**src/hdl/rnpe_pkg.sv**
```systemverilog
// shared types, codes and constants of the radio node pairing engine
`timescale 1ns / 1ps

package rnpe_pkg;

  // field widths
  localparam int unsigned TimeW  = 32;
  localparam int unsigned AddrW  = 48;
  localparam int unsigned ByteW  = 8;
  localparam int unsigned CfgIdxW = 3;
  localparam int unsigned CfgDataW = 48;
  localparam int unsigned InDataW = 112;
  localparam int unsigned OutDataW = 24;

  // reset values of the configuration registers
  localparam logic [TimeW-1:0] PairIntervalRst  = 32'd5000;
  localparam logic [TimeW-1:0] BeatIntervalRst  = 32'd60000;
  localparam logic [TimeW-1:0] ReportIntervalRst = 32'd60000;
  localparam logic [ByteW-1:0] MaxAttemptsRst   = 8'd20;
  localparam logic [AddrW-1:0] NodeAddressRst   = 48'd0;
  localparam logic [ByteW-1:0] MinFrameLenRst   = 8'd11;
  localparam logic [ByteW-1:0] MinPairLenRst    = 8'd12;
  localparam logic [ByteW-1:0] MinCmdLenRst     = 8'd12;

  // command code that asks for a restart
  localparam logic [ByteW-1:0] RestartCode = 8'hFF;

  // result buffer depth
  localparam int unsigned ResDepth = 4;
  localparam int unsigned ResPtrW  = 2;
  localparam int unsigned ResCntW  = 3;

  typedef enum logic [1:0] {
    FUNC_START  = 2'd0,
    FUNC_TICK   = 2'd1,
    FUNC_FRAME  = 2'd2,
    FUNC_REPAIR = 2'd3
  } func_e;

  typedef enum logic [1:0] {
    MSG_PAIR_REPLY = 2'd0,
    MSG_COMMAND    = 2'd1,
    MSG_OTHER      = 2'd2,
    MSG_OTHER_ALT  = 2'd3
  } msg_kind_e;

  typedef enum logic [2:0] {
    EV_PAIR_REQ = 3'd0,
    EV_BEAT     = 3'd1,
    EV_DATA     = 3'd2,
    EV_PAIRED   = 3'd3,
    EV_COMMAND  = 3'd4,
    EV_RESTART  = 3'd5
  } event_e;

  typedef enum logic [CfgIdxW-1:0] {
    CFG_PAIR_INTERVAL   = 3'd0,
    CFG_BEAT_INTERVAL   = 3'd1,
    CFG_REPORT_INTERVAL = 3'd2,
    CFG_MAX_ATTEMPTS    = 3'd3,
    CFG_NODE_ADDRESS    = 3'd4,
    CFG_MIN_FRAME_LEN   = 3'd5,
    CFG_MIN_PAIR_LEN    = 3'd6,
    CFG_MIN_CMD_LEN     = 3'd7
  } cfg_idx_e;

  typedef struct packed {
    logic [TimeW-1:0] pair_interval;
    logic [TimeW-1:0] heartbeat_interval;
    logic [TimeW-1:0] report_interval;
    logic [ByteW-1:0] max_attempts;
    logic [AddrW-1:0] node_address;
    logic [ByteW-1:0] min_frame_len;
    logic [ByteW-1:0] min_pair_reply_len;
    logic [ByteW-1:0] min_command_len;
  } cfg_t;

  typedef struct packed {
    func_e            func;
    logic [TimeW-1:0] now_ms;
    logic [ByteW-1:0] frame_len;
    logic [1:0]       msg_kind;
    logic [AddrW-1:0] frame_address;
    logic [ByteW-1:0] slot_in;
    logic [ByteW-1:0] command_in;
  } item_t;

  typedef struct packed {
    event_e           event_kind;
    logic [ByteW-1:0] seq_out;
    logic [ByteW-1:0] slot_out;
    logic [ByteW-1:0] command_out;
    logic             last;
  } res_t;

  // results of one item, entry 0 first
  typedef struct packed {
    logic [1:0] cnt;
    res_t [1:0] ent;
  } push_t;

endpackage

```
**src/hdl/rnpe_cfg_regs.sv**
```systemverilog
// configuration register bank of the pairing engine
`timescale 1ns / 1ps

module rnpe_cfg_regs (
  input  logic                          clk_i,
  input  logic                          rst_ni,
  input  logic                          cfg_we_i,
  input  logic [rnpe_pkg::CfgIdxW-1:0]  cfg_idx_i,
  input  logic [rnpe_pkg::CfgDataW-1:0] cfg_data_i,
  output rnpe_pkg::cfg_t                cfg_o
);
  import rnpe_pkg::*;

  cfg_t cfg_q;

  // register writes, one per cycle
  always_ff @(posedge clk_i or negedge rst_ni) begin
    if (!rst_ni) begin
      cfg_q.pair_interval      <= PairIntervalRst;
      cfg_q.heartbeat_interval <= BeatIntervalRst;
      cfg_q.report_interval    <= ReportIntervalRst;
      cfg_q.max_attempts       <= MaxAttemptsRst;
      cfg_q.node_address       <= NodeAddressRst;
      cfg_q.min_frame_len      <= MinFrameLenRst;
      cfg_q.min_pair_reply_len <= MinPairLenRst;
      cfg_q.min_command_len    <= MinCmdLenRst;
    end else if (cfg_we_i) begin
      unique case (cfg_idx_e'(cfg_idx_i))
        CFG_PAIR_INTERVAL:   cfg_q.pair_interval      <= cfg_data_i[TimeW-1:0];
        CFG_BEAT_INTERVAL:   cfg_q.heartbeat_interval <= cfg_data_i[TimeW-1:0];
        CFG_REPORT_INTERVAL: cfg_q.report_interval    <= cfg_data_i[TimeW-1:0];
        CFG_MAX_ATTEMPTS:    cfg_q.max_attempts       <= cfg_data_i[ByteW-1:0];
        CFG_NODE_ADDRESS:    cfg_q.node_address       <= cfg_data_i[AddrW-1:0];
        CFG_MIN_FRAME_LEN:   cfg_q.min_frame_len      <= cfg_data_i[ByteW-1:0];
        CFG_MIN_PAIR_LEN:    cfg_q.min_pair_reply_len <= cfg_data_i[ByteW-1:0];
        CFG_MIN_CMD_LEN:     cfg_q.min_command_len    <= cfg_data_i[ByteW-1:0];
        default: ;
      endcase
    end
  end

  assign cfg_o = cfg_q;

endmodule

```
**src/hdl/rnpe_core.sv**
```systemverilog
// link state and per-item decision logic of the pairing engine
`timescale 1ns / 1ps

module rnpe_core (
  input  logic            clk_i,
  input  logic            rst_ni,
  input  logic            go_i,
  input  rnpe_pkg::item_t item_i,
  input  rnpe_pkg::cfg_t  cfg_i,
  output rnpe_pkg::push_t push_o
);
  import rnpe_pkg::*;

  logic             paired_q, paired_d;
  logic [ByteW-1:0] slot_q, slot_d;
  logic [ByteW-1:0] seq_q, seq_d;
  logic [TimeW-1:0] pair_time_q, pair_time_d;
  logic [TimeW-1:0] beat_time_q, beat_time_d;
  logic [TimeW-1:0] report_time_q, report_time_d;
  logic [ByteW-1:0] attempt_q, attempt_d;

  logic [TimeW-1:0] pair_age, beat_age, report_age;
  logic             pair_due, beat_due, report_due;
  logic             mine, len_ok;
  push_t            push;

  // elapsed times, wrapping
  assign pair_age   = item_i.now_ms - pair_time_q;
  assign beat_age   = item_i.now_ms - beat_time_q;
  assign report_age = item_i.now_ms - report_time_q;
  assign pair_due   = (pair_age >= cfg_i.pair_interval) &&
                      (attempt_q < cfg_i.max_attempts);
  assign beat_due   = beat_age >= cfg_i.heartbeat_interval;
  assign report_due = report_age >= cfg_i.report_interval;

  // frame filter
  assign mine   = item_i.frame_address == cfg_i.node_address;
  assign len_ok = mine && (item_i.frame_len >= cfg_i.min_frame_len);

  // decision and next state
  always_comb begin
    paired_d      = paired_q;
    slot_d        = slot_q;
    seq_d         = seq_q;
    pair_time_d   = pair_time_q;
    beat_time_d   = beat_time_q;
    report_time_d = report_time_q;
    attempt_d     = attempt_q;
    push          = '0;

    case (item_i.func)
      FUNC_START: begin
        paired_d      = 1'b0;
        attempt_d     = '0;
        pair_time_d   = '0;
        beat_time_d   = '0;
        report_time_d = '0;
        seq_d         = 8'd1;
        push.cnt                = 2'd1;
        push.ent[0].event_kind  = EV_PAIR_REQ;
      end
      FUNC_TICK: begin
        if (!paired_q) begin
          if (pair_due) begin
            pair_time_d = item_i.now_ms;
            attempt_d   = attempt_q + 8'd1;
            seq_d       = seq_q + 8'd1;
            push.cnt               = 2'd1;
            push.ent[0].event_kind = EV_PAIR_REQ;
            push.ent[0].seq_out    = seq_q;
          end
        end else begin
          if (beat_due) begin
            beat_time_d = item_i.now_ms;
          end
          if (report_due) begin
            report_time_d = item_i.now_ms;
          end
          seq_d = seq_q + {7'd0, beat_due} + {7'd0, report_due};
          if (beat_due) begin
            push.ent[0].event_kind = EV_BEAT;
            push.ent[0].seq_out    = seq_q;
            push.ent[1].event_kind = EV_DATA;
            push.ent[1].seq_out    = seq_q + 8'd1;
            push.cnt               = report_due ? 2'd2 : 2'd1;
          end else if (report_due) begin
            push.ent[0].event_kind = EV_DATA;
            push.ent[0].seq_out    = seq_q;
            push.cnt               = 2'd1;
          end
        end
      end
      FUNC_FRAME: begin
        if (len_ok && (item_i.msg_kind == MSG_PAIR_REPLY) &&
            (item_i.frame_len >= cfg_i.min_pair_reply_len)) begin
          paired_d      = 1'b1;
          slot_d        = item_i.slot_in;
          attempt_d     = '0;
          report_time_d = item_i.now_ms;
          seq_d         = seq_q + 8'd1;
          push.cnt               = 2'd2;
          push.ent[0].event_kind = EV_PAIRED;
          push.ent[0].slot_out   = item_i.slot_in;
          push.ent[1].event_kind = EV_DATA;
          push.ent[1].seq_out    = seq_q;
        end else if (len_ok && (item_i.msg_kind == MSG_COMMAND) &&
                     (item_i.frame_len >= cfg_i.min_command_len)) begin
          push.cnt = 2'd1;
          if (item_i.command_in == RestartCode) begin
            push.ent[0].event_kind = EV_RESTART;
          end else begin
            push.ent[0].event_kind  = EV_COMMAND;
            push.ent[0].command_out = item_i.command_in;
          end
        end
      end
      default: begin
        paired_d    = 1'b0;
        attempt_d   = '0;
        pair_time_d = '0;
      end
    endcase

    // mark the final result of this item
    if (push.cnt == 2'd2) begin
      push.ent[1].last = 1'b1;
    end else if (push.cnt == 2'd1) begin
      push.ent[0].last = 1'b1;
    end

    if (!go_i) begin
      push.cnt = 2'd0;
    end
  end

  // link state
  always_ff @(posedge clk_i or negedge rst_ni) begin
    if (!rst_ni) begin
      paired_q      <= 1'b0;
      slot_q        <= '0;
      seq_q         <= '0;
      pair_time_q   <= '0;
      beat_time_q   <= '0;
      report_time_q <= '0;
      attempt_q     <= '0;
    end else if (go_i) begin
      paired_q      <= paired_d;
      slot_q        <= slot_d;
      seq_q         <= seq_d;
      pair_time_q   <= pair_time_d;
      beat_time_q   <= beat_time_d;
      report_time_q <= report_time_d;
      attempt_q     <= attempt_d;
    end
  end

  assign push_o = push;

endmodule

```
**src/hdl/rnpe_res_fifo.sv**
```systemverilog
// result buffer: takes up to two words per cycle, gives one per cycle while the receiver is ready
`timescale 1ns / 1ps

module rnpe_res_fifo (
  input  logic            clk_i,
  input  logic            rst_ni,
  input  rnpe_pkg::push_t push_i,
  output logic            room_o,
  output logic            valid_o,
  input  logic            ready_i,
  output rnpe_pkg::res_t  res_o
);
  import rnpe_pkg::*;

  res_t               buf_q [ResDepth];
  logic [ResPtrW-1:0] wr_ptr_q, rd_ptr_q;
  logic [ResCntW-1:0] count_q;
  logic               pop;
  logic [ResPtrW-1:0] wr_ptr_nxt;

  assign pop        = valid_o && ready_i;
  assign wr_ptr_nxt = wr_ptr_q + 2'd1;

  // entry storage
  always_ff @(posedge clk_i) begin
    if (push_i.cnt != 2'd0) begin
      buf_q[wr_ptr_q] <= push_i.ent[0];
    end
    if (push_i.cnt == 2'd2) begin
      buf_q[wr_ptr_nxt] <= push_i.ent[1];
    end
  end

  // pointers and fill count
  always_ff @(posedge clk_i or negedge rst_ni) begin
    if (!rst_ni) begin
      wr_ptr_q <= '0;
      rd_ptr_q <= '0;
      count_q  <= '0;
    end else begin
      wr_ptr_q <= wr_ptr_q + push_i.cnt;
      rd_ptr_q <= rd_ptr_q + {1'b0, pop};
      count_q  <= count_q + {1'b0, push_i.cnt} - {2'b0, pop};
    end
  end

  assign room_o  = count_q <= ResCntW'(ResDepth - 2);
  assign valid_o = count_q != '0;
  assign res_o   = buf_q[rd_ptr_q];

endmodule

```
**src/hdl/radio_node_pairing_engine.sv**
```systemverilog
// Sensor-node pairing engine, top level.
// Flow: an accepted word is registered in the input register, decided by the core once
// the result buffer has room, and its result words are registered in that buffer and offered.
// Throughput: one input word per cycle while results drain and the buffer has room; the output
// side gives one result word per cycle while the receiver is ready, so two results go as two words.
// Reset: asynchronous, active low; link state, buffer and registers to reset values.
`timescale 1ns / 1ps

module radio_node_pairing_engine (
  input  logic                           clk_i,
  input  logic                           rst_ni,
  // input stream
  input  logic                           s_axis_tvalid,
  output logic                           s_axis_tready,
  // now_ms[31:0], frame_len[39:32], msg_kind[41:40], frame_address[89:42],
  // slot_in[97:90], command_in[105:98], zero fill
  input  logic [rnpe_pkg::InDataW-1:0]   s_axis_tdata,
  // func[1:0]
  input  logic [1:0]                     s_axis_tuser,
  // result stream
  output logic                           m_axis_tvalid,
  input  logic                           m_axis_tready,
  // seq_out[7:0], slot_out[15:8], command_out[23:16]
  output logic [rnpe_pkg::OutDataW-1:0]  m_axis_tdata,
  // event_kind[2:0]
  output logic [2:0]                     m_axis_tuser,
  output logic                           m_axis_tlast,
  // configuration writes
  input  logic                           cfg_we_i,
  input  logic [rnpe_pkg::CfgIdxW-1:0]   cfg_idx_i,
  input  logic [rnpe_pkg::CfgDataW-1:0]  cfg_data_i
);
  import rnpe_pkg::*;

  cfg_t  cfg;
  item_t item_q;
  logic  item_valid_q;
  logic  room, go, in_acc;
  push_t push;
  res_t  res;

  rnpe_cfg_regs u_cfg (
    .clk_i      (clk_i),
    .rst_ni     (rst_ni),
    .cfg_we_i   (cfg_we_i),
    .cfg_idx_i  (cfg_idx_i),
    .cfg_data_i (cfg_data_i),
    .cfg_o      (cfg)
  );

  // input register, refilled in the cycle it is consumed
  assign go            = item_valid_q && room;
  assign s_axis_tready = !item_valid_q || go;
  assign in_acc        = s_axis_tvalid && s_axis_tready;

  always_ff @(posedge clk_i or negedge rst_ni) begin
    if (!rst_ni) begin
      item_valid_q <= 1'b0;
    end else if (s_axis_tready) begin
      item_valid_q <= s_axis_tvalid;
    end
  end

  always_ff @(posedge clk_i) begin
    if (in_acc) begin
      item_q.func          <= func_e'(s_axis_tuser);
      item_q.now_ms        <= s_axis_tdata[31:0];
      item_q.frame_len     <= s_axis_tdata[39:32];
      item_q.msg_kind      <= s_axis_tdata[41:40];
      item_q.frame_address <= s_axis_tdata[89:42];
      item_q.slot_in       <= s_axis_tdata[97:90];
      item_q.command_in    <= s_axis_tdata[105:98];
    end
  end

  rnpe_core u_core (
    .clk_i  (clk_i),
    .rst_ni (rst_ni),
    .go_i   (go),
    .item_i (item_q),
    .cfg_i  (cfg),
    .push_o (push)
  );

  rnpe_res_fifo u_fifo (
    .clk_i   (clk_i),
    .rst_ni  (rst_ni),
    .push_i  (push),
    .room_o  (room),
    .valid_o (m_axis_tvalid),
    .ready_i (m_axis_tready),
    .res_o   (res)
  );

  // result word packing
  assign m_axis_tdata = {res.command_out, res.slot_out, res.seq_out};
  assign m_axis_tuser = res.event_kind;
  assign m_axis_tlast = res.last;

endmodule

```
**config.mk**
```make
export PLATFORM = sky130hd
export DESIGN_NAME = radio_node_pairing_engine
export DESIGN_NICKNAME = d
export VERILOG_FILES = /design/src/hdl/rnpe_pkg.sv /design/src/hdl/rnpe_cfg_regs.sv /design/src/hdl/rnpe_core.sv /design/src/hdl/rnpe_res_fifo.sv /design/src/hdl/radio_node_pairing_engine.sv
export SDC_FILE = /design/constraint.sdc
export NUM_CORES = 1
export LEC_CHECK = 0
export ABC_AREA = 1
export BUFFER_PORTS_ARGS = -buffer_cell sky130_fd_sc_hd__buf_2
export CAP_MARGIN = 5
export CORE_MARGIN = 2
export CORE_UTILIZATION = 62
export DETAILED_ROUTE_END_ITERATION = 10
export GPL_TIMING_DRIVEN = 0
export PLACE_DENSITY_LB_ADDON = 0.25
export SETUP_SLACK_MARGIN = 0.4
export SYNTH_ARGS = -nofsm -noshare
export SYNTH_HDL_FRONTEND = slang
export SYNTH_SLANG_ARGS = --single-unit
```
**constraint.sdc**
```tcl
create_clock -name clk_i -period 9.3 [get_ports clk_i]
set_clock_uncertainty 0.2 [all_clocks]
set_input_delay 2.325 -clock clk_i [delete_from_list [all_inputs] [get_ports clk_i]]
set_output_delay 2.325 -clock clk_i [all_outputs]
set_load 0.01 [all_outputs]
```
; ---- Word level (Yosys, flattened, before mapping)
; Memory sizes are Yosys's and may differ from the RTL's.
; Index checks and enable logic that the tools add are counted.
[op_classes]
addsub = 12
mul = 0
div_mod_pow = 0
magnitude_cmp = 8
eq_ne = 22
shifts = 0
muxes = 54
n_bitwise = 2
n_reduce_logical = 32
[ops]
columns = cell, n
row1 = 32-bit 2-to-1 mux, 7
row2 = 32-bit one-hot mux with 2 select lines, 2
row3 = 32-bit greater-or-equal comparator, 3
row4 = 8-bit 2-to-1 mux, 12
row5 = 32-bit one-hot mux with 3 select lines, 1
row6 = 32-bit subtractor, 3
row7 = 48-bit equality test, 1
row8 = 11-bit 2-to-1 mux, 3
row9 = 10-bit 2-to-1 mux, 3
row10 = 8-bit greater-or-equal comparator, 3
row11 = 8-bit one-hot mux with 3 select lines, 1
row12 = 11-bit one-hot mux with 2 select lines, 1
row13 = 8-bit by 1-bit adder with 8-bit output, 2
row14 = 8-bit by 1-bit adder with 8-bit output (second input constant), 2
row15 = 16-bit 2-to-1 mux, 1
row16 = 8-bit one-hot mux with 2 select lines, 1
row17 = 2-bit AND reduction, 8
row18 = 4-bit AND reduction, 4
row19 = 3-bit equality test (second input constant), 4
row20 = 1-bit 2-to-1 mux, 12
row21 = 2-bit 2-to-1 mux, 5
row22 = 2-bit by 1-bit != test with 1-bit output (second input constant), 5
row23 = 1-bit logical AND, 9
row24 = 8-bit equality test (second input constant), 1
row25 = other kinds (26), 36
[word_totals]
regBits = 405
latchBits = 0
ram_bits = 112
mem_bits_ro = 0
in_bits = 170
out_inout_bits = 30
memories = 1
[mem_list]
columns = memory, words, word_bits, read_ports, rd_ports_with_merged_regs, wr, line
row1 = u_fifo.buf_q, 4, 28, 1, 0, 2, rnpe_res_fifo.sv:15  ; res_t buf_q [ResDepth];

; ---- Logic depth before layout (Yosys ltp)
[depth]
depth_word = 11
depth_mapped = 38
depth_no_buf = 38

; ---- Hierarchy
; From an unflattened synthesis, not the netlist that was laid out.
[hier_totals]
cells_unflattened = 3864
hier_area_um2 = 31430.1
[by_module_without_submodules]
columns = module, n_inst, cells_each, area_each_um2
row1 = rnpe_core, 1, 2334, 15147.0
row2 = rnpe_cfg_regs, 1, 782, 6925.4
row3 = rnpe_res_fifo, 1, 632, 6062.1
row4 = radio_node_pairing_engine, 1, 116, 3295.7

; ---- Worst setup path before layout
; No wires, ideal clock.
[synth_path]
path_kind = input-to-reg
startpoint = input s_axis_tvalid
endpoint = register item_q[0] (netlist name), enable pin
arrival_time_ps = 7575
required_ps = 8490
slack_ps = 915
path_stages = 2
n_path_buf = 0
path_cell_list = inv_1 > a21oi_1
[synth_between]
elab_chain_len = 1
[synth_lines]
columns = element, line
row1 = from (decl), radio_node_pairing_engine.sv:13  ; input logic s_axis_tvalid,
row2 = 1-bit logical AND, radio_node_pairing_engine.sv:54  ; assign in_acc = s_axis_tvalid && s_axis_tready;
row3 = net in_acc, radio_node_pairing_engine.sv:38  ; logic room, go, in_acc;
row4 = to (decl), radio_node_pairing_engine.sv:36  ; item_t item_q;
; The timed path passes the listed nets, and every way through them passes these cells.
; A chain may end at the register's enable or synchronous reset.

==> flow_summary_export.csv <==
group,metric,value,unit
yosys,ys.warnings.count,0,
placed_design,dp.final_hpwl,60300,um
worst_setup_path,cp_max_fo,10,
global_route,grt_use_total,32.7,%
timing,timing.final.crit_share,78.7,%
floorplan,die_w,223,um
timing,tightest_slew,1.22,ns
layout,drive_gt1_share,9.03,%
job,maxCapViolations,0,
worst_setup_path,cpMostUsedCell,"nand2_1",
worst_setup_path,cp_slowest_cell,"a21boi_0",
clocking,insertion_delay,0.63,ns
clocking,cts_tree,"built",
power_and_ir_drop,leakage,15.8,nW
worst_setup_path,path_class,"reg2reg",
global_route,overflow,0,
clocking,cts_resized,0,
yosys,syn_area,29800,sq um
floorplan,io-pin-count,200,
drt,routed_wl,80200,um
power_and_ir_drop,peakVddDrop,266,uV
drt,wl_per_cell,17.4,um
worst_setup_path,critPathCaptureType,"register",
worst_setup_path,r2r-end,"u_fifo.buf_q[1][21]",
yosys,avgSynthCellArea,8.09,sq um
drt,drt_iter0_drc,2385,
layout,syn_to_final_growth,12.5,%
drt,drc_errors,0,
layout,stdcell_count,4606,
worst_hold_path,min_to,"u_fifo.buf_q[1][16]",
worst_setup_path,worstPathArrival,7.36,ns
timing,max_freq,0.137,GHz
floorplan,die_h,223,um
placed_design,placedCellCount,4499,
drt,drtAntennaViolNets,0,
yosys,yosysSeqAreaShare,44.8,%
clocking,clock_sinks,517,
global_route,grt_antenna_before_repair,2,
clocking,cts.path.max_buffers,3,
timing,slew-limit-headroom,18.5,%
layout,nFillCells,3863,
worst_setup_path,required,9.34,ns
worst_setup_path,crit_path_max_incr_delay,0.58,ns
worst_hold_path,min_from,"u_fifo.buf_q[1][16]",
drt,vias_per_cell,5.59,
drt,num_vias,25756,
clocking,postCtsSetupBuffers,0,
yosys,ys_top_cells_by_area,"dfrtp_1 (23%), edfxtp_1 (15%), nand2_1 (11%), ha_1 (9.9%), o21ai_0 (7.5%)",
placed_design,place_area,31700,sq um
global_route,grt_max_degree,118,
worst_setup_path,reg2reg_from,"item_q[74]",
layout,final_nets,4351,
yosys,synth_nets,4095,
timing,setup_violations,0,
clocking,cts_hold_buffers,0,
global_route,grt_pass1_wl,129000,um
timing,drv_slew,0,
worst_setup_path,r2r_cells,35,
placed_design,gp_congestion,0.948,
power_and_ir_drop,powerDensity,357,nW/um^2
yosys,synth_top_area_share,22.6,%
timing,finalHoldViolations,0,
placed_design,port_buffers,193,
worst_hold_path,min_path_cells,2,
yosys,synth_cell_types,49,
worst_setup_path,ff2ff_setup_slack,1.98,ns
drt,firstDrtPassIters,6,
floorplan,core,47500,sq um
floorplan,dieArea,49800,sq um
run_status,status,"complete, no violations",
clocking,cts.reportedPaths.clkPinSlew,0.06,ns
clocking,cts_buffers,55,
layout,fin_area,33500,sq um
timing,fin_crit,7.32,ns
floorplan,rows,80,
floorplan,start_util,62.7,%
timing,grt_setup_unrepaired,"no",
yosys,netlist_instances,3685,
power_and_ir_drop,power,0.0120,W
clocking,cts_max_level,2,
clocking,clockRootBuffer,"clkbuf_16",
global_route,grt_pass1_vias,24895,
yosys,synth-seq-cells,517,
worst_setup_path,crit_path_start_kind,"register",
yosys,post-synth-top-area-cell,"dfrtp_1",
worst_hold_path,hold_path_class,"reg2reg",
## synth_stat cells, drive strengths merged
cell type,count
nand2,876
inv,504
o21ai,453
nor2,279
dfrtp,269
ha,235
a21oi,230
edfxtp,148
nand3,135
clkbuf,92
xor2,79
dfxtp,72
xnor2,55
o22ai,30
nor3,29
dfstp,28
buf,26
a31oi,22
nand4,20
mux2,16
o21a,16
a21boi,13
o211ai,8
a21o,7
o31ai,7
clkinv,5
fa,5
o21bai,5
a211oi,4
nor4,3
o2111ai,3
o221ai,3
a221oi,2
a211o,1
a22oi,1
and2,1
and3,1
nand3b,1
or2,1
## flip-flops by register name (all words and copies together), names as in the netlist
signal                cells
u_cfg.cfg_o             176
u_fifo.buf_q            112
item_q                  108
u_core.beat_time_q       32
u_core.pair_time_q       32
u_core.report_time_q     32
u_core.attempt_q          8
u_core.seq_q              8
u_fifo.count_q            3
u_fifo.rd_ptr_q           2
u_fifo.wr_ptr_q           2
item_valid_q              1
u_core.paired_q           1
## routing by layer
layer,track usage [%],routed length (um)
met1,42.7,33300
met2,53.7,37500
met3,4.39,5240
met4,16.4,4230
met5,0,0
## stage by stage
step / setup WS (ns) / hold WS (ns) / TNS, ns / utilization (%)
3_3_place_gp: -2.14 / 0.253 / -229.51 / 66.3
5_1_grt: 1.41 / 0.288 / 0 / 70.5
6_report: 1.98 / 0.278 / 0 / 70.5
4_1_cts: 2.04 / 0.276 / 0 / 70.5
2_1_floorplan: 0.915 / 0.246 / 0 / -
3_5_place_dp: 2.08 / 0.263 / 0 / 66.7
## worst max-delay path, delay by kind of cell (launching register included)
family	cells	cell delay, ns
AOI/OAI and AO/OA	8	2.05
and+or+nand+nor	16	1.89
adders and majority gates	4	1.21
buffers and inverters	6	0.91
DFF	1	0.50
xor gates and xnor gates	1	0.15
## cell type report
cell class	count	area, sq um	area share, %
Tap cell	615	769	2.30
Timing Repair Buffer	199	1110	3.31
Sequential cell	517	13400	39.8
Clock buffer	92	1720	5.13
Antenna cell	3	7.51	0.0224
Clock inverter	12	101	0.302
Inverter	509	1910	5.70
Multi-Input combinational cell	2541	14000	41.9
Buffer	118	507	1.51
## cell usage in the layout (no fill, tap or decap), drive strengths merged, types with 4 or more instances in the layout
cell type  instances
o211ai             8
buf              225
o22ai             30
clkbuf           184
nor3              29
dfrtp            269
nor2             279
nand3            135
o21ai            453
xnor2             55
dfxtp             72
o31ai              7
nand2            876
clkinv            13
xor2              79
o21bai             5
mux2              16
edfxtp           148
a21oi            230
inv              506
o21a              16
a31oi             22
a211oi             4
nand4             20
a21boi            13
ha               235
a21o               7
fa                 5
dfstp             28
## report_power, final
| group | switching [W] | leakage [nW] | internal [W] | total (W) |
|---|---|---|---|---|
| registers | 0.000410 | 5.74 | 0.00301 | 0.00342 |
| logic | 0.00406 | 9.19 | 0.00227 | 0.00634 |
| clock network | 0.000920 | 0.887 | 0.00128 | 0.00220 |
| total | 0.00539 | 15.8 | 0.00657 | 0.0120 |
## cell families (layout without fill, tap and decap cells)
| kind of cell | after synthesis | in the layout | synth area share (%) |
|---|---|---|---|
| buffers and inverters | 627 | 930 | 8.11 |
| other | 0 | 3 | 0 |
| muxes | 16 | 16 | 0.605 |
| adders and majority gates | 240 | 240 | 10.2 |
| xor gates and xnor gates | 134 | 134 | 3.94 |
| DFF | 517 | 517 | 44.8 |
| AOI/OAI and AO/OA | 805 | 805 | 14.4 |
| and+or+nand+nor | 1346 | 1346 | 18.0 |
## how the worst max path moves through the flow
stage | to | start
floorplan | item_q[0] | s_axis_tvalid
global placement | item_q[98] | s_axis_tvalid
detailed placement | u_fifo.buf_q[1][21] | item_q[74]
CTS | u_fifo.buf_q[1][21] | item_q[74]
global route | u_fifo.buf_q[1][21] | item_q[74]
finish | u_fifo.buf_q[1][21] | item_q[74]
(Power assumes the default switching activity.)
